===== src/design/lsrf_pkg.sv =====
// ----------------------------------------------------------------------------
// Longest sleep run finder package
// Shared constants and the classified sample flags passed from the front end
// to the run tracker.
// ----------------------------------------------------------------------------
package lsrf_pkg;

    localparam int COUNT_WIDTH_DEF = 16;
    localparam int TIME_WIDTH_DEF  = 32;
    localparam int GAP_WIDTH       = 16;
    localparam int CODE_WIDTH      = 2;
    localparam int QUEUE_DEPTH     = 4;

    localparam logic [GAP_WIDTH-1:0]  GAP_RESET     = 16'd3600;
    localparam logic [CODE_WIDTH-1:0] CODE_AWAKE    = 2'd3;
    localparam logic [CODE_WIDTH-1:0] CODE_RESTLESS = 2'd2;

    typedef struct packed {
        logic brk;
        logic awake;
        logic restless;
        logic last;
    } sample_class_t;

    localparam int CLASS_WIDTH = $bits(sample_class_t);

endpackage


===== src/design/lsrf_front.sv =====
// ----------------------------------------------------------------------------
// Longest sleep run finder front end
// Accepts sample beats, holds the gap limit, and tags each sample with its
// gap break and its sleep class before it enters the queue.
// ----------------------------------------------------------------------------
module lsrf_front #(
    parameter int TIME_WIDTH = lsrf_pkg::TIME_WIDTH_DEF
) (
    input  logic                                 aclk,
    input  logic                                 aresetn,
    input  logic                                 cfg_wr_en,
    input  logic [lsrf_pkg::GAP_WIDTH-1:0]       cfg_wr_data,
    input  logic                                 s_valid,
    output logic                                 s_ready,
    input  logic [TIME_WIDTH-1:0]                s_timestamp,
    input  logic [lsrf_pkg::CODE_WIDTH-1:0]      s_sleep_code,
    input  logic                                 s_last,
    output logic                                 q_wr_valid,
    input  logic                                 q_wr_ready,
    output logic [TIME_WIDTH-1:0]                q_wr_time,
    output lsrf_pkg::sample_class_t              q_wr_class
);
    import lsrf_pkg::*;

    logic [GAP_WIDTH-1:0]  gap_limit_reg, gap_limit_next;
    logic [TIME_WIDTH-1:0] prev_time_reg, prev_time_next;
    logic                  seen_reg, seen_next;
    logic [TIME_WIDTH-1:0] diff;
    logic                  accept;

    always_comb begin
        diff   = s_timestamp - prev_time_reg;
        accept = s_valid && q_wr_ready;

        q_wr_valid          = s_valid;
        s_ready             = q_wr_ready;
        q_wr_time           = s_timestamp;
        q_wr_class.brk      = seen_reg && (s_timestamp > prev_time_reg)
                              && (diff > TIME_WIDTH'(gap_limit_reg));
        q_wr_class.awake    = (s_sleep_code == CODE_AWAKE);
        q_wr_class.restless = (s_sleep_code == CODE_RESTLESS);
        q_wr_class.last     = s_last;

        gap_limit_next = cfg_wr_en ? cfg_wr_data : gap_limit_reg;
        prev_time_next = accept ? s_timestamp : prev_time_reg;
        seen_next      = accept ? !s_last : seen_reg;
    end

    always_ff @(posedge aclk) begin
        if (!aresetn) begin
            gap_limit_reg <= GAP_RESET;
            seen_reg      <= 1'b0;
        end else begin
            gap_limit_reg <= gap_limit_next;
            seen_reg      <= seen_next;
        end
        prev_time_reg <= prev_time_next;
    end

endmodule


===== src/design/lsrf_queue.sv =====
// ----------------------------------------------------------------------------
// Longest sleep run finder queue
// Small first-in first-out buffer that decouples the front end from the run
// tracker.
// ----------------------------------------------------------------------------
module lsrf_queue #(
    parameter int DATA_WIDTH = 8,
    parameter int DEPTH      = lsrf_pkg::QUEUE_DEPTH
) (
    input  logic                  aclk,
    input  logic                  aresetn,
    input  logic                  wr_valid,
    output logic                  wr_ready,
    input  logic [DATA_WIDTH-1:0] wr_data,
    output logic                  rd_valid,
    input  logic                  rd_ready,
    output logic [DATA_WIDTH-1:0] rd_data
);
    localparam int PTR_WIDTH = (DEPTH > 1) ? $clog2(DEPTH) : 1;
    localparam int CNT_WIDTH = $clog2(DEPTH + 1);
    localparam logic [PTR_WIDTH-1:0] PTR_LAST = PTR_WIDTH'(DEPTH - 1);
    localparam logic [CNT_WIDTH-1:0] CNT_FULL = CNT_WIDTH'(DEPTH);

    logic [DATA_WIDTH-1:0] store [DEPTH];
    logic [PTR_WIDTH-1:0]  wr_ptr_reg, wr_ptr_next;
    logic [PTR_WIDTH-1:0]  rd_ptr_reg, rd_ptr_next;
    logic [CNT_WIDTH-1:0]  count_reg, count_next;
    logic                  push, pop;

    always_comb begin
        wr_ready = (count_reg != CNT_FULL);
        rd_valid = (count_reg != '0);
        rd_data  = store[rd_ptr_reg];
        push     = wr_valid && wr_ready;
        pop      = rd_valid && rd_ready;

        wr_ptr_next = wr_ptr_reg;
        rd_ptr_next = rd_ptr_reg;
        count_next  = count_reg;
        if (push) begin
            wr_ptr_next = (wr_ptr_reg == PTR_LAST) ? '0 : wr_ptr_reg + PTR_WIDTH'(1);
        end
        if (pop) begin
            rd_ptr_next = (rd_ptr_reg == PTR_LAST) ? '0 : rd_ptr_reg + PTR_WIDTH'(1);
        end
        if (push && !pop) begin
            count_next = count_reg + CNT_WIDTH'(1);
        end else if (pop && !push) begin
            count_next = count_reg - CNT_WIDTH'(1);
        end
    end

    always_ff @(posedge aclk) begin
        if (!aresetn) begin
            wr_ptr_reg <= '0;
            rd_ptr_reg <= '0;
            count_reg  <= '0;
        end else begin
            wr_ptr_reg <= wr_ptr_next;
            rd_ptr_reg <= rd_ptr_next;
            count_reg  <= count_next;
        end
    end

    always_ff @(posedge aclk) begin
        if (push) begin
            store[wr_ptr_reg] <= wr_data;
        end
    end

endmodule


===== src/design/lsrf_back.sv =====
// ----------------------------------------------------------------------------
// Longest sleep run finder run tracker
// Tracks the current run, the longest run and the stream totals, and loads
// the result register on the last sample of a stream.
// ----------------------------------------------------------------------------
module lsrf_back #(
    parameter int COUNT_WIDTH = lsrf_pkg::COUNT_WIDTH_DEF,
    parameter int TIME_WIDTH  = lsrf_pkg::TIME_WIDTH_DEF
) (
    input  logic                     aclk,
    input  logic                     aresetn,
    input  logic                     q_rd_valid,
    output logic                     q_rd_ready,
    input  logic [TIME_WIDTH-1:0]    q_rd_time,
    input  lsrf_pkg::sample_class_t  q_rd_class,
    output logic                     m_valid,
    input  logic                     m_ready,
    output logic [TIME_WIDTH-1:0]    m_start_time,
    output logic [TIME_WIDTH-1:0]    m_end_time,
    output logic [COUNT_WIDTH-1:0]   m_sample_count,
    output logic [COUNT_WIDTH-1:0]   m_awake_count,
    output logic [COUNT_WIDTH-1:0]   m_restless_count,
    output logic                     m_whole_range
);
    import lsrf_pkg::*;

    function automatic logic [COUNT_WIDTH-1:0] sat_inc(input logic [COUNT_WIDTH-1:0] v);
        return (&v) ? v : v + COUNT_WIDTH'(1);
    endfunction

    logic                   in_run_reg, in_run_next;
    logic                   seen_reg, seen_next;
    logic [TIME_WIDTH-1:0]  run_start_reg, run_start_next;
    logic [TIME_WIDTH-1:0]  run_end_reg, run_end_next;
    logic [COUNT_WIDTH-1:0] run_samples_reg, run_samples_next;
    logic [COUNT_WIDTH-1:0] run_awake_reg, run_awake_next;
    logic [COUNT_WIDTH-1:0] run_restless_reg, run_restless_next;
    logic                   best_valid_reg, best_valid_next;
    logic [TIME_WIDTH-1:0]  best_start_reg, best_start_next;
    logic [TIME_WIDTH-1:0]  best_end_reg, best_end_next;
    logic [COUNT_WIDTH-1:0] best_samples_reg, best_samples_next;
    logic [COUNT_WIDTH-1:0] best_awake_reg, best_awake_next;
    logic [COUNT_WIDTH-1:0] best_restless_reg, best_restless_next;
    logic [TIME_WIDTH-1:0]  first_time_reg, first_time_next;
    logic [COUNT_WIDTH-1:0] total_samples_reg, total_samples_next;
    logic [COUNT_WIDTH-1:0] total_awake_reg, total_awake_next;

    logic                   out_valid_reg, out_valid_next;
    logic [TIME_WIDTH-1:0]  out_start_reg, out_start_next;
    logic [TIME_WIDTH-1:0]  out_end_reg, out_end_next;
    logic [COUNT_WIDTH-1:0] out_samples_reg, out_samples_next;
    logic [COUNT_WIDTH-1:0] out_awake_reg, out_awake_next;
    logic [COUNT_WIDTH-1:0] out_restless_reg, out_restless_next;
    logic                   out_whole_reg, out_whole_next;

    logic                   pop;
    logic                   close_gap;
    logic                   close_end;
    logic                   run_live;
    logic                   b_valid;
    logic [TIME_WIDTH-1:0]  b_start, b_end;
    logic [COUNT_WIDTH-1:0] b_samples, b_awake, b_restless;
    logic                   r_in_run;
    logic [TIME_WIDTH-1:0]  r_start, r_end;
    logic [COUNT_WIDTH-1:0] r_samples, r_awake, r_restless;
    logic [TIME_WIDTH-1:0]  f_time;
    logic [COUNT_WIDTH-1:0] t_samples, t_awake;

    always_comb begin
        q_rd_ready = !out_valid_reg || m_ready;
        pop        = q_rd_valid && q_rd_ready;

        // A gap beyond the limit closes the current run first.
        close_gap = q_rd_class.brk && in_run_reg
                    && (!best_valid_reg || (run_samples_reg > best_samples_reg));
        b_valid    = close_gap ? 1'b1             : best_valid_reg;
        b_start    = close_gap ? run_start_reg    : best_start_reg;
        b_end      = close_gap ? run_end_reg      : best_end_reg;
        b_samples  = close_gap ? run_samples_reg  : best_samples_reg;
        b_awake    = close_gap ? run_awake_reg    : best_awake_reg;
        b_restless = close_gap ? run_restless_reg : best_restless_reg;
        run_live   = in_run_reg && !q_rd_class.brk;

        r_in_run   = run_live;
        r_start    = run_start_reg;
        r_end      = run_end_reg;
        r_samples  = run_samples_reg;
        r_awake    = run_awake_reg;
        r_restless = run_restless_reg;
        if (!run_live && !q_rd_class.awake) begin
            r_in_run   = 1'b1;
            r_start    = q_rd_time;
            r_end      = q_rd_time;
            r_samples  = COUNT_WIDTH'(1);
            r_awake    = '0;
            r_restless = COUNT_WIDTH'(q_rd_class.restless);
        end else if (run_live) begin
            r_end     = q_rd_time;
            r_samples = sat_inc(run_samples_reg);
            if (q_rd_class.awake) begin
                r_awake = sat_inc(run_awake_reg);
            end
            if (q_rd_class.restless) begin
                r_restless = sat_inc(run_restless_reg);
            end
        end

        f_time    = seen_reg ? first_time_reg : q_rd_time;
        t_samples = sat_inc(total_samples_reg);
        t_awake   = q_rd_class.awake ? sat_inc(total_awake_reg) : total_awake_reg;

        close_end = r_in_run && (!b_valid || (r_samples > b_samples));

        in_run_next        = in_run_reg;
        seen_next          = seen_reg;
        run_start_next     = run_start_reg;
        run_end_next       = run_end_reg;
        run_samples_next   = run_samples_reg;
        run_awake_next     = run_awake_reg;
        run_restless_next  = run_restless_reg;
        best_valid_next    = best_valid_reg;
        best_start_next    = best_start_reg;
        best_end_next      = best_end_reg;
        best_samples_next  = best_samples_reg;
        best_awake_next    = best_awake_reg;
        best_restless_next = best_restless_reg;
        first_time_next    = first_time_reg;
        total_samples_next = total_samples_reg;
        total_awake_next   = total_awake_reg;

        out_valid_next    = out_valid_reg && !m_ready;
        out_start_next    = out_start_reg;
        out_end_next      = out_end_reg;
        out_samples_next  = out_samples_reg;
        out_awake_next    = out_awake_reg;
        out_restless_next = out_restless_reg;
        out_whole_next    = out_whole_reg;

        if (pop) begin
            if (q_rd_class.last) begin
                // The stream ends here: report and clear everything.
                in_run_next        = 1'b0;
                seen_next          = 1'b0;
                run_samples_next   = '0;
                run_awake_next     = '0;
                run_restless_next  = '0;
                best_valid_next    = 1'b0;
                best_samples_next  = '0;
                total_samples_next = '0;
                total_awake_next   = '0;

                out_valid_next = 1'b1;
                if (close_end || b_valid) begin
                    out_start_next    = close_end ? r_start    : b_start;
                    out_end_next      = close_end ? r_end      : b_end;
                    out_samples_next  = close_end ? r_samples  : b_samples;
                    out_awake_next    = close_end ? r_awake    : b_awake;
                    out_restless_next = close_end ? r_restless : b_restless;
                    out_whole_next    = 1'b0;
                end else begin
                    out_start_next    = f_time;
                    out_end_next      = q_rd_time;
                    out_samples_next  = t_samples;
                    out_awake_next    = t_awake;
                    out_restless_next = '0;
                    out_whole_next    = 1'b1;
                end
            end else begin
                in_run_next        = r_in_run;
                seen_next          = 1'b1;
                run_start_next     = r_start;
                run_end_next       = r_end;
                run_samples_next   = r_samples;
                run_awake_next     = r_awake;
                run_restless_next  = r_restless;
                best_valid_next    = b_valid;
                best_start_next    = b_start;
                best_end_next      = b_end;
                best_samples_next  = b_samples;
                best_awake_next    = b_awake;
                best_restless_next = b_restless;
                first_time_next    = f_time;
                total_samples_next = t_samples;
                total_awake_next   = t_awake;
            end
        end

        m_valid          = out_valid_reg;
        m_start_time     = out_start_reg;
        m_end_time       = out_end_reg;
        m_sample_count   = out_samples_reg;
        m_awake_count    = out_awake_reg;
        m_restless_count = out_restless_reg;
        m_whole_range    = out_whole_reg;
    end

    always_ff @(posedge aclk) begin
        if (!aresetn) begin
            in_run_reg        <= 1'b0;
            seen_reg          <= 1'b0;
            run_samples_reg   <= '0;
            run_awake_reg     <= '0;
            run_restless_reg  <= '0;
            best_valid_reg    <= 1'b0;
            best_samples_reg  <= '0;
            total_samples_reg <= '0;
            total_awake_reg   <= '0;
            out_valid_reg     <= 1'b0;
        end else begin
            in_run_reg        <= in_run_next;
            seen_reg          <= seen_next;
            run_samples_reg   <= run_samples_next;
            run_awake_reg     <= run_awake_next;
            run_restless_reg  <= run_restless_next;
            best_valid_reg    <= best_valid_next;
            best_samples_reg  <= best_samples_next;
            total_samples_reg <= total_samples_next;
            total_awake_reg   <= total_awake_next;
            out_valid_reg     <= out_valid_next;
        end
        run_start_reg     <= run_start_next;
        run_end_reg       <= run_end_next;
        best_start_reg    <= best_start_next;
        best_end_reg      <= best_end_next;
        best_awake_reg    <= best_awake_next;
        best_restless_reg <= best_restless_next;
        first_time_reg    <= first_time_next;
        out_start_reg     <= out_start_next;
        out_end_reg       <= out_end_next;
        out_samples_reg   <= out_samples_next;
        out_awake_reg     <= out_awake_next;
        out_restless_reg  <= out_restless_next;
        out_whole_reg     <= out_whole_next;
    end

endmodule


===== src/design/longest_sleep_run_finder_top.sv =====
// ----------------------------------------------------------------------------
// Longest sleep run finder
// Finds the longest run of sleep samples in a time-sorted stream.
// ----------------------------------------------------------------------------
// Samples arrive as beats on the s_ channel: a timestamp, a sleep code and a
// last flag. A run starts on a sample that is not awake and breaks when two
// samples lie more than the gap limit apart. On the last beat of a stream one
// result beat leaves on the m_ channel with the longest run, or with the whole
// stream and whole_range set when no run formed; the other beats give none.
// The gap limit is to be written through cfg_wr_en and cfg_wr_data while the
// block is idle; the block does not enforce this. The block takes one sample
// beat per cycle while s_ready is high. The front end tags each sample with
// its gap break and class and writes it into a four-entry queue; the run
// tracker retires one sample per cycle and fills the result register.
// While the receiver stalls, the result holds and the tracker stops, and
// s_ready drops once the queue is full. Reset clears the queue, the run and
// stream state, and returns the gap limit to 3600 seconds.
// ----------------------------------------------------------------------------
module longest_sleep_run_finder_top #(
    parameter int COUNT_WIDTH = lsrf_pkg::COUNT_WIDTH_DEF,
    parameter int TIME_WIDTH  = lsrf_pkg::TIME_WIDTH_DEF
) (
    input  logic                                 aclk,
    input  logic                                 aresetn,
    input  logic                                 cfg_wr_en,
    input  logic [lsrf_pkg::GAP_WIDTH-1:0]       cfg_wr_data,
    input  logic                                 s_valid,
    output logic                                 s_ready,
    input  logic [TIME_WIDTH-1:0]                s_timestamp,
    input  logic [lsrf_pkg::CODE_WIDTH-1:0]      s_sleep_code,
    input  logic                                 s_last,
    output logic                                 m_valid,
    input  logic                                 m_ready,
    output logic [TIME_WIDTH-1:0]                m_start_time,
    output logic [TIME_WIDTH-1:0]                m_end_time,
    output logic [COUNT_WIDTH-1:0]               m_sample_count,
    output logic [COUNT_WIDTH-1:0]               m_awake_count,
    output logic [COUNT_WIDTH-1:0]               m_restless_count,
    output logic                                 m_whole_range
);
    import lsrf_pkg::*;

    localparam int Q_WIDTH = TIME_WIDTH + CLASS_WIDTH;

    logic                  q_wr_valid, q_wr_ready;
    logic [TIME_WIDTH-1:0] q_wr_time;
    sample_class_t         q_wr_class;
    logic                  q_rd_valid, q_rd_ready;
    logic [Q_WIDTH-1:0]    q_rd_data;
    logic [TIME_WIDTH-1:0] q_rd_time;
    sample_class_t         q_rd_class;

    assign q_rd_time  = q_rd_data[Q_WIDTH-1:CLASS_WIDTH];
    assign q_rd_class = sample_class_t'(q_rd_data[CLASS_WIDTH-1:0]);

    lsrf_front #(
        .TIME_WIDTH(TIME_WIDTH)
    ) u_front (
        .aclk         (aclk),
        .aresetn      (aresetn),
        .cfg_wr_en    (cfg_wr_en),
        .cfg_wr_data  (cfg_wr_data),
        .s_valid      (s_valid),
        .s_ready      (s_ready),
        .s_timestamp  (s_timestamp),
        .s_sleep_code (s_sleep_code),
        .s_last       (s_last),
        .q_wr_valid   (q_wr_valid),
        .q_wr_ready   (q_wr_ready),
        .q_wr_time    (q_wr_time),
        .q_wr_class   (q_wr_class)
    );

    lsrf_queue #(
        .DATA_WIDTH(Q_WIDTH),
        .DEPTH     (QUEUE_DEPTH)
    ) u_queue (
        .aclk     (aclk),
        .aresetn  (aresetn),
        .wr_valid (q_wr_valid),
        .wr_ready (q_wr_ready),
        .wr_data  ({q_wr_time, q_wr_class}),
        .rd_valid (q_rd_valid),
        .rd_ready (q_rd_ready),
        .rd_data  (q_rd_data)
    );

    lsrf_back #(
        .COUNT_WIDTH(COUNT_WIDTH),
        .TIME_WIDTH (TIME_WIDTH)
    ) u_back (
        .aclk             (aclk),
        .aresetn          (aresetn),
        .q_rd_valid       (q_rd_valid),
        .q_rd_ready       (q_rd_ready),
        .q_rd_time        (q_rd_time),
        .q_rd_class       (q_rd_class),
        .m_valid          (m_valid),
        .m_ready          (m_ready),
        .m_start_time     (m_start_time),
        .m_end_time       (m_end_time),
        .m_sample_count   (m_sample_count),
        .m_awake_count    (m_awake_count),
        .m_restless_count (m_restless_count),
        .m_whole_range    (m_whole_range)
    );

    a_whole_no_restless: assert property (@(posedge aclk) disable iff (!aresetn)
        m_valid && m_whole_range |-> m_restless_count == '0)
        else $error("Whole-range result carries restless samples.");

    a_restless_bound: assert property (@(posedge aclk) disable iff (!aresetn)
        m_valid |-> m_restless_count <= m_sample_count)
        else $error("Restless count exceeds sample count.");

    a_awake_bound: assert property (@(posedge aclk) disable iff (!aresetn)
        m_valid |-> m_awake_count <= m_sample_count && m_sample_count != '0)
        else $error("Result counts are inconsistent.");

    a_pop_needs_data: assert property (@(posedge aclk) disable iff (!aresetn)
        q_rd_ready && !q_rd_valid && !m_ready |=> !m_valid || $past(m_valid))
        else $error("Result appeared without a queued sample.");

endmodule

===== config.mk =====
export PLATFORM = sky130hd
export DESIGN_NAME = longest_sleep_run_finder_top
export DESIGN_NICKNAME = d
export VERILOG_FILES = /design/src/design/lsrf_pkg.sv /design/src/design/lsrf_front.sv /design/src/design/lsrf_queue.sv /design/src/design/lsrf_back.sv /design/src/design/longest_sleep_run_finder_top.sv
export SDC_FILE = /design/constraint.sdc
export NUM_CORES = 1
export LEC_CHECK = 0
export ABC_AREA = 1
export BUFFER_PORTS_ARGS = -buffer_cell sky130_fd_sc_hd__buf_2
export CORE_UTILIZATION = 50
export DETAILED_ROUTE_END_ITERATION = 8
export HOLD_SLACK_MARGIN = 0.1
export PLACE_DENSITY_LB_ADDON = 0.15
export SLEW_MARGIN = 30
export SYNTH_ARGS = -nofsm -noshare
export SYNTH_HDL_FRONTEND = slang
export SYNTH_SLANG_ARGS = --single-unit

===== constraint.sdc =====
create_clock -name aclk -period 13.7 [get_ports aclk]
set_input_delay 4.11 -clock aclk [delete_from_list [all_inputs] [get_ports aclk]]
set_output_delay 4.11 -clock aclk [all_outputs]
set_load 0.01 [all_outputs]

==> reports/results.tsv, run 1 <==
metric	value	unit
run status	completed	
Post-synth EDFFs	481	
ant diodes	0	
core area	0.0631	mm2
first-pass GRT wire length	131000	um
Pwr Density	248	mW/mm2
CTS Root Cell	clkbuf_16	
number of detailed-route iterations in the first pass	7	
crit path DAT	7.70	ns
Startpoint Class	flop	
Util after Layout	56.4	%
post-route cell area	0.0356	mm2
I/O pin cnt	171	
final setup vio count	0	
maxcap violations	0	
max FFs per register	144	
post-CTS repair timing setup buffer count	0	
flops & latches, synth	607	
netlist area before placement	0.0319	mm2
Worst path slowest cell	buf_4	
post-route ant nets	0	
Sink Count	607	
share of flip-flops with an asynchronous set or reset	0	%
area leader, netlist	edfxtp_1	
critical path data required time	14.16	ns
Clock Latency Late Sink	0.61	ns
final hold viol count	0	
clk_skew	0.0230	ns
Min-Delay Path Class	flop to flop	
Crit Path Max Fanout	75	
GRT busiest layer	met2	
DR WL/cell	17.5	um
Worst Tran Pin Value	0.999	ns
I/O Buffers	170	
Largest stage delay, worst path	0.82	ns
Fin Setup TNS	0	ns
RSZ-0062 raised after global routing	no	
Fillers	5885	
most used cell, CP	nand2_1	
vias in the first global route	23400	
gr usage total	25.8	%
Yosys warnings	0	
GR Util met3	3.80	%
count of different cell masters after synthesis	54	
LEAKAGE	15.0	nW
Max Transition Viols Final	0	
die width	255	um
antenna violations before repair	0	
met1 global-route usage	36.4	%
Peak supply drop	196	uV
Post-DP HPWL	54300	um
Nets	4039	
Total Routed Length	83700	um
ys flop type	edfxtp_1	
Layout area overhead	11.3	%
Largest Register	u_queue.store	
Worst Setup End Kind	flop	
die area	0.0649	mm2
CTS Hold Bufs	0	
Rel. slew slack	33.4	%
TritonCTS clock tree	done	
# rows	92	
Worst-path clk slew	0.06	ns
number of DRC markers in iteration 0	2029	
Setup CP Type	flop to flop	
fmax	138	MHz
H-tree Lvls	3	
syn_area_per_cell	8.42	um2
largest net degree at the start of global routing	140	
DRC	0	
Via Count	25500	
Final Cycle Share	52.9	%
layout cells sized above 1	8.56	%
grt met2 use	41.7	%
syn_nets	3944	
CTS resizes	0	
cts bufs inserted	67	
Placed Area	0.0333	mm2
GRT overflow	0	
final critical-path required period	7.25	ns
Seq/Total Area, Yosys	53.1	%
Pwr Total	0.00881	W
placer congestion estimate	0.943	
Starting Density	50.6	%
top cells by area, synth	edfxtp_1 (45%), nand2_1 (14%), dfxtp_1 (7.9%), nand3_1 (6.3%), inv_1 (4.8%)	
Vias/cell	5.33	
Yosys top cell area share	45.2	%
cells after synthesis	3795	
die height	255	um
clock buffer depth	3	
[layout by cell type (no fill, tap or decap), types with 6 or more instances in the layout]
master / synthesis / layout
bufinv_16: 0 / 6
nand4_1: 35 / 35
nor3_1: 33 / 33
or2_1: 12 / 12
ha_1: 91 / 91
nand3b_1: 17 / 17
xor2_1: 38 / 38
nand2_1: 1180 / 1179
edfxtp_1: 481 / 481
nor2_4: 4 / 9
o21ai_1: 27 / 27
nand3_1: 399 / 399
and2_1: 20 / 20
clkinv_1: 0 / 8
o211ai_1: 10 / 10
buf_2: 66 / 170
xnor2_1: 7 / 7
clkinv_2: 0 / 9
o21bai_1: 21 / 21
clkbuf_16: 0 / 68
or2_0: 14 / 14
inv_1: 406 / 405
dfxtp_1: 126 / 124
nand2_4: 3 / 7
a32o_1: 17 / 17
nor2_1: 222 / 217
buf_4: 12 / 26
clkbuf_1: 80 / 14
a21oi_1: 210 / 210
o21ai_0: 197 / 197
[cell type report]
cell class              count  area (um2)  area share, %
clock buffers              87        1820           5.13
inverters                 414        1570           4.41
well taps                 846        1060           2.98
repair buffers            199        1110           3.13
multi-input cells        2601       12700           35.7
clock inverters            31         334          0.939
flip-flops and latches    607       17000           47.7
[cells by family (layout without fill, tap and decap cells)]
| family | count (synthesis) | after routing | share of synthesized area, % |
|---|---|---|---|
| AO/OA/AOI/OAI | 507 | 507 | 8.69 |
| XOR/XNOR | 45 | 45 | 1.23 |
| adder cells (fa/ha/maj) | 93 | 93 | 3.69 |
| buffers and inverters | 587 | 731 | 7.37 |
| flip-flops | 607 | 607 | 53.1 |
| AND/OR/NAND/NOR | 1956 | 1956 | 25.9 |
[metrics by stage]
step / setup slack, ns / instances / hold slack (ns)
after floorplan: 3.54 / 3795 / 0.435
after global placement: 5.96 / 4665 / 0.452
after detailed placement: 5.85 / 4665 / 0.456
after CTS: 6.46 / 4783 / 0.465
after global routing: 5.82 / 4785 / 0.483
final: 6.45 / 4785 / 0.465
[critical path, delay by kind of cell (launching register included)]
kind            cells  cell delay [ns]
simple gates       19             3.63
compound gates      2             0.27
flops               1             0.33
fa+ha+maj           2             0.54
buf+inv             6             2.25
[metal layers]
layer  wire length [um]  part of all wire [%]  vias up
li1                   -                     -    12800
met1              38000                    45    11800
met2              39100                    47      757
met4               1710                   2.0        0
met3               4960                   5.9      108
met5                  0                     0        -
[report_power, final]
group | internal (W) | switching (W)
sequential | 0.00299 | 0.000186
clock | 0.00105 | 0.000732
combinational | 0.00104 | 0.00280
total | 0.00509 | 0.00372
[synthesized netlist by cell type, types with 3 or more instances]
library cell	number
o21a_1	3
buf_6	3
o21bai_1	21
nand3_2	3
nor2_4	4
or2_1	12
nand3_1	399
nand4_1	35
clkbuf_1	80
inv_2	7
a31oi_1	3
nand2_2	4
and2_1	20
a21o_1	4
ha_1	91
dfxtp_1	126
inv_1	406
buf_2	66
xnor2_1	7
o21ai_1	27
a32o_1	17
nor2_1	222
or2_0	14
nand2_1	1180
nand2_4	3
o21ai_0	197
nor3_1	33
a21oi_1	210
o22ai_1	5
nand3b_1	17
buf_4	12
buf_1	12
o211ai_1	10
xor2_1	38
edfxtp_1	481
[worst paths after layout]
path                            cells past startpoint                  endpoint                        start  slack, ns
worst max-delay path                               29  u_back.m_sample_count[8]  u_back.best_samples_reg[15]       6.45
worst min-delay path                                2  u_front.gap_limit_reg[3]     u_front.gap_limit_reg[3]       0.46
worst max register to register                     29  u_back.m_sample_count[8]  u_back.best_samples_reg[15]       6.45
worst min register to register                      2  u_front.gap_limit_reg[3]     u_front.gap_limit_reg[3]       0.46
Power figures use the tool's default switching activity.
==> inputs of run 2 (changes only) <==
- ABC_AREA: 1 -> 0
- clock period: 13.7 -> 6.1 ns (I/O delays scaled with it)
==> reports/results.tsv, run 2 <==
metric	value	unit	change
clock network power share	23.1	%	+2.8 points
Setup CP Type	input port to flop		
Clock Latency Late Sink	0.60	ns	about the same
Pwr Density	520	mW/mm2	+110%
Largest Register	u_queue.store		
commonest non-fill, non-tap cell in the layout	edfxtp_1		
largest net degree at the start of global routing	123		-12%
Starting Density	50.9	%	+0.22 points
pre-CTS setup slack	0.0435	ns	-5.81 ns
antenna violations before repair	11		+11
DRC	0		unchanged
Post-synth EDFFs	481		unchanged
Yosys top cell area share	49.0	%	+3.8 points
Fin Setup TNS	0	ns	unchanged
number of detailed-route iterations in the first pass	7		unchanged
R2R cell count	20		-31%
I/O Buffers	170		unchanged
Sw Share	36.3	%	-6.0 points
Final Cycle Share	89.3	%	
cts bufs inserted	67		unchanged
DR WL/cell	21.0	um	+20%
die width	245	um	-3.9%
final critical-path required period	5.45	ns	
count of different cell masters after synthesis	78		+44%
RR Startpoint	u_back.run_samples_reg[5]		
die area	0.0599	mm2	-7.7%
final hold viol count	0		unchanged
Fillers	4851		-18%
syn_nets	2602		-34%
fmax	184	MHz	
Worst Setup End Kind	flop		
worst setup margin	0.653	ns	-5.80 ns
Startpoint Class	input port		
Post-DP HPWL	47300	um	-13%
max FFs per register	144		unchanged
I/O pin cnt	171		unchanged
gr usage total	24.1	%	-1.7 points
count leader, synth	edfxtp_1		
number of DRC markers in iteration 0	1848		-8.9%
hold path endpoint	u_back.seen_reg		
post-route ant nets	0		unchanged
TritonCTS clock tree	done		
P_sw	0.00629	W	+69%
ys flop type	edfxtp_1		
first-pass GRT wire length	112000	um	-14%
Layout area overhead	13.2	%	
Nets	2760		-32%
LEAKAGE	12.2	nW	-19%
netlist area before placement	0.0295	mm2	-7.8%
CTS resizes	0		unchanged
cells after synthesis	2453		-35%
Hold Path Depth	2		unchanged
crit path DAT	5.73	ns	-1.97 ns
Max Transition Viols Final	0		unchanged
Yosys warnings	0		unchanged
placer congestion estimate	0.889		-5.8%
Sink Count	607		unchanged
CTS Hold Bufs	0		unchanged
core area	0.0579	mm2	-8.2%
reg2reg end	u_back.m_awake_count[13]		
share of flip-flops with an asynchronous set or reset	0	%	unchanged
die height	245	um	-3.9%
clk_skew	0.0311	ns	+0.00809 ns
final setup vio count	0		unchanged
Crit Path Max Fanout	6		-92%
area leader, netlist	edfxtp_1		
top cells by area, synth	edfxtp_1 (49%), dfxtp_1 (8.6%), mux2_2 (7.4%), ha_1 (3.9%), nand2_1 (3.3%)		
RSZ-0062 raised after global routing	no		
# rows	88		-4.3%
maxcap violations	0		unchanged
CTS Root Cell	clkbuf_16		
Sequential Power Share	39.3	%	+3.2 points
combinational share of power	37.7	%	-5.9 points
Via Count	20000		-21%
Worst-path clk slew	0.06	ns	about the same
run status	completed		
flops & latches, synth	607		unchanged
post-CTS repair timing setup buffer count	0		unchanged
Pwr Total	0.0173	W	+97%
vias in the first global route	19700		-16%
Seq/Total Area, Yosys	57.6	%	+4.5 points
Total Routed Length	72200	um	-14%
GRT overflow	0		unchanged
Vias/cell	5.84		+9.7%
worst reg-to-reg setup slack	0.79	ns	-5.66 ns
Int Power	0.0110	W	+120%
most frequent cells in the layout	edfxtp_1 (481), nand2_1 (256), mux2_2 (194)		
H-tree Lvls	3		unchanged
clock buffer depth	3		unchanged
Rel. slew slack	38.5	%	+5.1 points
Min-Delay Path Class	flop to flop		
syn_area_per_cell	12.0	um2	+43%
layout cells sized above 1	21.5	%	+13 points
Peak supply drop	454	uV	+130%
top post-synthesis cells by count	edfxtp_1 (481), nand2_1 (257), mux2_2 (194), nor2_1 (148), o21ai_0 (132)		
Worst Tran Pin Value	0.923	ns	-0.0760 ns
critical path data required time	6.38	ns	-7.78 ns
hold path start	u_back.seen_reg		
==> run 2: stage by stage <==
step / area, um2 / std cells / util [%] / hold WS [ns]
floorplan: 29500 / 2453 / - / 0.461
global placement: 31200 / 3307 / 53.8 / 0.467
detailed placement: 31200 / 3307 / 53.8 / 0.495
CTS: 33300 / 3425 / 57.6 / 0.499
global route: 33300 / 3426 / 57.6 / 0.536
finish: 33300 / 3428 / 57.6 / 0.497
==> run 2: worst max-delay path by stage <==
| stage | slack [ns] | start | end |
|---|---|---|---|
| global route | 0.27 | s_timestamp[4] | u_queue.store[1][3] |
| floorplan | 0.67 | m_ready | u_back.m_awake_count[0] |
| global placement | 0.15 | s_timestamp[4] | u_queue.store[0][3] |
| finish | 0.65 | s_timestamp[4] | u_queue.store[0][3] |
| CTS | 0.64 | s_timestamp[4] | u_queue.store[0][3] |
| detailed placement | 0.04 | s_timestamp[4] | u_queue.store[3][3] |
==> run 2: per-layer routing <==
metal / global-route usage, % / vias to the layer above / share of wire [%]
met1: 34.3 / 9863 / 45
met2: 37.5 / 645 / 46
met5: 0 / - / 0.080
met3: 4.88 / 99 / 7.1
li1: - / 9404 / -
met4: 6.69 / 10 / 1.9
==> run 2: power groups by stage <==
stage          clock [W]  sequential, W  combinational, W
2_1_floorplan          0        0.00707           0.00402
6_report         0.00399        0.00681           0.00653
5_1_grt          0.00425        0.00693           0.00709
3_3_place_gp           0        0.00684           0.00642
3_5_place_dp           0        0.00689           0.00651
4_1_cts          0.00409        0.00682           0.00654
==> run 2: cell families (layout without fill, tap and decap cells) <==
| family | Yosys count | after routing | share of synthesized area [%] |
|---|---|---|---|
| AOI/OAI and AO/OA | 459 | 459 | 9.85 |
| xor gates and xnor gates | 73 | 73 | 2.17 |
| buffers and inverters | 222 | 429 | 2.99 |
| muxes | 264 | 264 | 11.3 |
| DFF | 607 | 607 | 57.6 |
| other | 0 | 3 | 0 |
| and+or+nand+nor | 735 | 735 | 12.1 |
| adders and majority gates | 93 | 93 | 4.00 |
==> run 2: worst max-delay path: stages <==
cell and delay (ns):
buf_2 0.14, ha_1 0.37, a21oi_1 0.20, nand2b_1 0.09
o21ai_0 0.17, nand2_1 0.09, and2_1 0.17, o21ai_0 0.15
nand2b_1 0.11, a21boi_0 0.23, xnor2_1 0.17, ha_1 0.28
a21o_1 0.17, a21o_1 0.18, a211oi_1 0.23, a21oi_1 0.14
a2111oi_0 0.29, nand4b_1 0.16, nor4_1 0.31, a311oi_1 0.22
==> run 2: cell type report <==
cell class	instances	area [um2]	area share (%)
diodes	3	7.51	0.0225
inverters	97	374	1.12
repair buffers	214	1230	3.70
well taps	765	957	2.87
clock inverters	34	382	1.14
clock buffers	84	1770	5.31
multi-input cells	1624	11600	34.9
flip-flops and latches	607	17000	50.9
